<file path="config.mk">
export PLATFORM = sky130hd
export DESIGN_NAME = tcw_mod_unit
export DESIGN_NICKNAME = d
export VERILOG_FILES = /design/src/rtl/tcw_pkg.sv /design/src/rtl/tcw_mod_unit.sv
export SDC_FILE = /design/constraint.sdc
export NUM_CORES = 1
export LEC_CHECK = 0
export ABC_AREA = 1
export BUFFER_PORTS_ARGS = -buffer_cell sky130_fd_sc_hd__buf_2
export CAP_MARGIN = 30
export CORE_ASPECT_RATIO = 0.7
export CORE_MARGIN = 3
export CORE_UTILIZATION = 32
export DETAILED_ROUTE_END_ITERATION = 6
export PLACE_DENSITY_LB_ADDON = 0.2
export SLEW_MARGIN = 20
export SYNTH_ARGS = -nofsm -noshare
export SYNTH_HDL_FRONTEND = slang
export SYNTH_SLANG_ARGS = --single-unit
</file>
<file path="constraint.sdc">
create_clock -name clk -period 7.2 [get_ports clk]
set_input_delay 1.08 -clock clk [delete_from_list [all_inputs] [get_ports clk]]
set_output_delay 1.08 -clock clk [all_outputs]
set_load 0.05 [all_outputs]
</file>
<file path="src/rtl/tcw_pkg.sv">
`timescale 1ns / 1ps
`default_nettype none

package tcw_pkg;

    localparam logic [1:0] CMD_WRITE = 2'd0;
    localparam logic [1:0] CMD_SET   = 2'd1;
    localparam logic [1:0] CMD_CLEAR = 2'd2;
    localparam logic [1:0] CMD_READ  = 2'd3;

    localparam logic [7:0] CH_NUL = 8'd0;
    localparam logic [7:0] CH_TAB = 8'd9;
    localparam logic [7:0] CH_LF  = 8'd10;
    localparam logic [7:0] CH_FF  = 8'd12;
    localparam logic [7:0] CH_CR  = 8'd13;

    localparam logic [7:0]  SPACE_CHAR   = 8'h20;
    localparam logic [7:0]  ATTR_RESET   = 8'h07;
    localparam logic [15:0] SCROLL_BLANK = 16'h0720;

    typedef struct packed {
        logic [1:0] command;
        logic [7:0] char_code;
        logic [7:0] column_in;
        logic [7:0] row_in;
    } req_t;

    typedef struct packed {
        logic [15:0] cell_value;
        logic [6:0]  cursor_col;
        logic [4:0]  cursor_row;
    } rsp_t;

    typedef struct packed {
        logic        start;
        logic [7:0]  dividend;
        logic [7:0]  divisor;
        logic [15:0] recip;
    } mod_req_t;

    typedef struct packed {
        logic       done;
        logic [7:0] remainder;
    } mod_rsp_t;

endpackage

`default_nettype wire

</file>
<file path="src/rtl/tcw_mod_unit.sv">
`timescale 1ns / 1ps
`default_nettype none

module tcw_mod_unit (
    input  logic              clk,
    input  logic              rst_n,
    input  tcw_pkg::mod_req_t mreq,
    output tcw_pkg::mod_rsp_t mrsp
);
    import tcw_pkg::*;

    logic [7:0]  num_reg;
    logic [7:0]  div_reg;
    logic [7:0]  quo_reg;
    logic [7:0]  rem_reg;
    logic        busy_reg;
    logic        done_reg;
    logic [23:0] scaled;
    logic [15:0] product;

    // quotient by reciprocal multiplication, exact for 8-bit operands
    assign scaled  = 24'(mreq.dividend) * 24'(mreq.recip);
    assign product = 16'(quo_reg) * 16'(div_reg);

    always_ff @(posedge clk or negedge rst_n)
    begin
        if (!rst_n)
        begin
            busy_reg <= 1'b0;
            done_reg <= 1'b0;
        end
        else
        begin
            busy_reg <= mreq.start;
            done_reg <= busy_reg;
        end
    end

    always_ff @(posedge clk)
    begin
        if (mreq.start)
        begin
            num_reg <= mreq.dividend;
            div_reg <= mreq.divisor;
            quo_reg <= scaled[23:16];
        end
        if (busy_reg)
        begin
            rem_reg <= num_reg - product[7:0];
        end
    end

    assign mrsp.done      = done_reg;
    assign mrsp.remainder = rem_reg;
endmodule

`default_nettype wire

</file>
== Yosys cells after proc, flatten, opt, wreduce, memory -nomap -nowiden ==
Index checks and enable logic that the tools add are counted.

* Logic and storage cells: 9
* Register bits: 34
* Input port bits: 35

* $add $sub $neg: 1
* Multiply operators: 2

{| class="wikitable"
|+ Operators with widths
! cell !! number
|-
| 8-bit by 16-bit multiplier with 24-bit output || 1
|-
| 8-bit by 8-bit multiplier with 8-bit output || 1
|-
| 8-bit subtractor || 1
|}

== Logic depth before layout (Yosys ltp) ==
* Word-level depth: 2
* Gate-level depth with buffers: 25
* Gate-level depth less buffers: 23

== Least setup slack after synthesis ==
OpenSTA, ideal clock, no wires.

* Path kind: input-to-reg
* From: in mreq[26] (netlist bit)
* To: reg quo_reg[6] (data pin)
* Setup time: 0.253 ns
* Data arrival time: 4.880 ns
* Path buffers: 2
* Required time: 6.947 ns
* Setup slack: 2.067 ns
* Cell stages on the path: 18
* Cell sequence: clkbuf_1 clkbuf_1 nand2_1 fa_1 fa_1 inv_1 fa_1 inv_1 fa_1 inv_1 ha_1 nand2_1 nor2_1 inv_1 nor4_1 nand4_1 nand4_1 nand2_1

* Word-level cells in the longest chain between the ends: 1

{| class="wikitable"
|+ Ends and longest elaborated chain
! item !! RTL line !! RTL
|-
| start: declaration || tcw_mod_unit.sv:7 || <nowiki>input tcw_pkg::mod_req_t mreq,</nowiki>
|-
| 8-bit by 16-bit multiplier with 24-bit output || tcw_mod_unit.sv:22 || <nowiki>assign scaled = 24'(mreq.dividend) * 24'(mreq.recip);</nowiki>
|-
| via scaled[22] || tcw_mod_unit.sv:18 || <nowiki>logic [23:0] scaled;</nowiki>
|-
| end signal: assignment || tcw_mod_unit.sv:45 || <nowiki>quo_reg <= scaled[23:16];</nowiki>
|-
| end: declaration || tcw_mod_unit.sv:14 || <nowiki>logic [7:0] quo_reg;</nowiki>
|}

The timed path passes the listed nets, and every way through them passes these cells.
A chain may end at the register's enable or synchronous reset.

== Worst setup path in the final report ==
Same ends and word-level chain as after synthesis.

==> impl_metrics.tcl <==
set metrics [dict create \
    dpl.hpwl_mm 12.5 \
    die_h_um 126 \
    setup_viol 0 \
    cts.htree.levels 2 \
    fin_skew_ns 0.0104 \
    clkLatencyLatePin_ns 0.28 \
    grt_max_degree 26 \
    die_area_mm2 0.0222 \
    peakVddDrop_uv 319 \
    arrival_ns 5.04 \
    seqCellArea_mm2 0.00101 \
    outcome "finished clean" \
    drive_above_1_share 0.0631 \
    dp_slack_ns 1.91 \
    cts_hold_buffers 0 \
    ys_ff_latch 34 \
    synth_top_area_cell "fa_1" \
    powerDensity_mw_per_mm2 424 \
    synthMuxAreaShare 0 \
    cts_buffers 5 \
    cp-start-kind "input pin" \
    row_count 43 \
    cellInternalPower_mw 1.43 \
    synth-seq-area-share 0.154 \
    synth_area_leaders "fa_1 30%, inv_1 16%, edfxtp_1 15%, nand2_1 13%, ha_1 12%" \
    initialDrtViolationCount 284 \
    multi_input_area_mm2 0.00434 \
    drc 0 \
    layout_setup_ws_ns 2.20 \
    cts_tree "done" \
    dr.pass1.iters 5 \
    track_usage 0.145 \
    crit_type "in -> reg" \
    cts.sinks 34 \
    ys_types 29 \
    cts.repair.resized 0 \
    pwr-share-comb 0.794 \
    core_mm2 0.0200 \
    ios 44 \
    required_ns 7.23 \
    initial_core_util 0.328 \
    clk_pin_slew_ns 0.05 \
    clkPwrFrac 0.067 \
    reg2reg_depth 14 \
    root_buffer "clkbuf_16" \
    hold_violations 0 \
    via_count 4966 \
    postSynthNetCount 1065 \
    max_freq_mhz 200 \
    reg2reg_slack_ns 3.23 \
    crit_chain "buf_2 -> nand2_1 -> fa_1 -> fa_1 -> inv_1 -> fa_1 -> inv_1 -> fa_1 -> inv_1 -> ha_1 -> nand2_1 -> nor2_1 -> inv_1 -> nor4_1 -> nand4_1 -> nand4_1 -> nand2_1" \
    maxCapViolations 0 \
    synth_top_area_frac 0.303 \
    cpPeakStageDelay_ns 0.54 \
    grt_pass1_wl_mm 26.1 \
    slew_headroom 0.585 \
    numPortBuffers 43 \
    synth_adder_area_share 0.419 \
    grt_pass1_vias 5205 \
    grt-ovfl-total 0 \
    area.growth.synth_to_final_pct 8.56 \
    antenna_cells 0 \
    setup_tns_ns 0 \
    synth.avg_cell_area_um2 7.52 \
    crit_fanout 17 \
    cts_setup_buffers 0 \
    final_nets 1082 \
    gp_congestion 0.841 \
    fin_crit_ns 5.00 \
    clock_path_buffers 2 \
    slew_viol_final 0 \
    endpoint_kind "register" \
    p_leak_nw 4.43 \
    seqPwrFrac 0.139 \
    wirelength_mm 14.8 \
    slowest_stage "fa_1" \
    worstMarginPinSlew_ns 0.623 \
    die_w_um 177 \
    syn_area_mm2 0.00655 \
    p_sw_mw 1.59 \
    syn_inst 870 \
    via_per_inst 4.29 \
    synth_top_family_by_area "adder cells" \
    synth-xor-area-share 0.0241 \
    synthSimpleGateAreaFrac 0.179 \
    fillers 2124 \
    rsz0062_at_grt "false" \
    reg2reg_to "rem_reg[7]" \
    fin_crit_sh 0.695 \
    drtAntennaViolNets 0 \
    switching_share 0.526 \
    wire_per_inst_um 12.8 \
    antenna_found_initial 0 \
    r2r_start "div_reg[0]" \
    synth_compound_area_frac 0.0413 \
    yosys_warnings 0 \
    min-delay-path-class "in -> async" \
]
==> cells by family after synthesis <==
kind of cell / count (synthesis)
buf+inv: 315
simple gates: 293
fa+ha+maj: 160
compound gates: 50
flops: 34
xor+xnor: 18
==> cells in the mapped netlist <==
| master | n |
|---|---|
| o21ai_1 | 3 |
| o31ai_1 | 1 |
| inv_2 | 1 |
| ha_1 | 61 |
| nand3_1 | 25 |
| a21oi_1 | 24 |
| nand2_2 | 3 |
| inv_1 | 281 |
| nor2_1 | 18 |
| o21ai_0 | 13 |
| nand2_1 | 234 |
| buf_4 | 1 |
| o211ai_1 | 1 |
| a21boi_0 | 1 |
| nor3_2 | 1 |
| nand4_1 | 5 |
| nand3b_1 | 1 |
| nor3_1 | 4 |
| edfxtp_1 | 32 |
| nor2_2 | 1 |
| fa_1 | 99 |
| nor4_1 | 1 |
| xor2_1 | 13 |
| a21o_1 | 3 |
| xnor2_1 | 5 |
| buf_2 | 3 |
| clkbuf_1 | 29 |
| dfrtp_1 | 2 |
| a31oi_1 | 4 |
==> power groups by stage <==
stage | Combinational, mW | Sequential [mW] | Clock [mW]
after detailed placement | 2.39 | 0.427 | 0
final | 2.39 | 0.420 | 0.201
after floorplan | 1.85 | 0.475 | 0
after global placement | 2.39 | 0.426 | 0
after global routing | 2.88 | 0.429 | 0.218
after CTS | 2.41 | 0.423 | 0.209
==> cells in the final DEF, fill, tap and decap left out <==
master     instances
nor2_2             1
a21o_1             3
nand3b_1           1
xor2_1            13
inv_2              1
nor4_1             1
nor3_2             1
a21oi_1           24
o21ai_1            3
inv_1            281
clkbuf_1           1
nand4_1            5
o21ai_0           13
fa_1              99
nand2_1          234
dfrtp_1            2
edfxtp_1          32
buf_2             43
ha_1              61
nand3_1           25
o211ai_1           1
nor3_1             4
clkinv_2           2
clkbuf_16          5
nor2_1            18
xnor2_1            5
a21boi_0           1
a31oi_1            4
nand2_2            3
o31ai_1            1
==> critical path, delay by kind of cell <==
family                   cells  cell delay, ns
buffers and inverters        5            0.56
adder cells (fa/ha/maj)      5            2.36
AND/OR/NAND/NOR              7            1.02
==> layout make-up <==
type / count / share of cell area
Multi-Input combinational cell: 521 / 0.611
Sequential cell: 34 / 0.142
Inverter: 282 / 0.149
Timing Repair Buffer: 43 / 0.0303
Clock buffer: 6 / 0.0181
Tap cell: 270 / 0.0475
Clock inverter: 2 / 0.00141
==> metal layers <==
| layer | share of wire | GRT usage |
|---|---|---|
| met4 | 0.0061 | 0.0175 |
| met3 | 0.034 | 0.0196 |
| met1 | 0.56 | 0.226 |
| met2 | 0.40 | 0.220 |
| met5 | 0 | 0 |
==> how the worst max path moves through the flow <==
stage / start / to / slack (ns) / depth (start not counted)
2_1_floorplan: mreq[26] / quo_reg[6] / 2.07 / 18
6_report: mreq[26] / quo_reg[6] / 2.20 / 17
5_1_grt: mreq[26] / quo_reg[6] / 1.86 / 17
3_3_place_gp: mreq[26] / quo_reg[6] / 1.99 / 17
4_1_cts: mreq[26] / quo_reg[6] / 2.20 / 17
3_5_place_dp: mreq[26] / quo_reg[6] / 1.91 / 17
==> through the flow <==
stage / instance area, µm² / utilization / hold WS (ns) / std cells / total power [mW]
6_report: 7110 / 0.356 / 0.577 / 1158 / 3.01
5_1_grt: 7110 / 0.356 / 0.569 / 1158 / 3.52
4_1_cts: 7110 / 0.356 / 0.571 / 1158 / 3.04
3_5_place_dp: 6970 / 0.349 / 0.589 / 1150 / 2.82
3_3_place_gp: 6970 / 0.349 / 0.582 / 1150 / 2.82
2_1_floorplan: 6550 / - / 0.541 / 870 / 2.32
(Power assumes the default switching activity.)
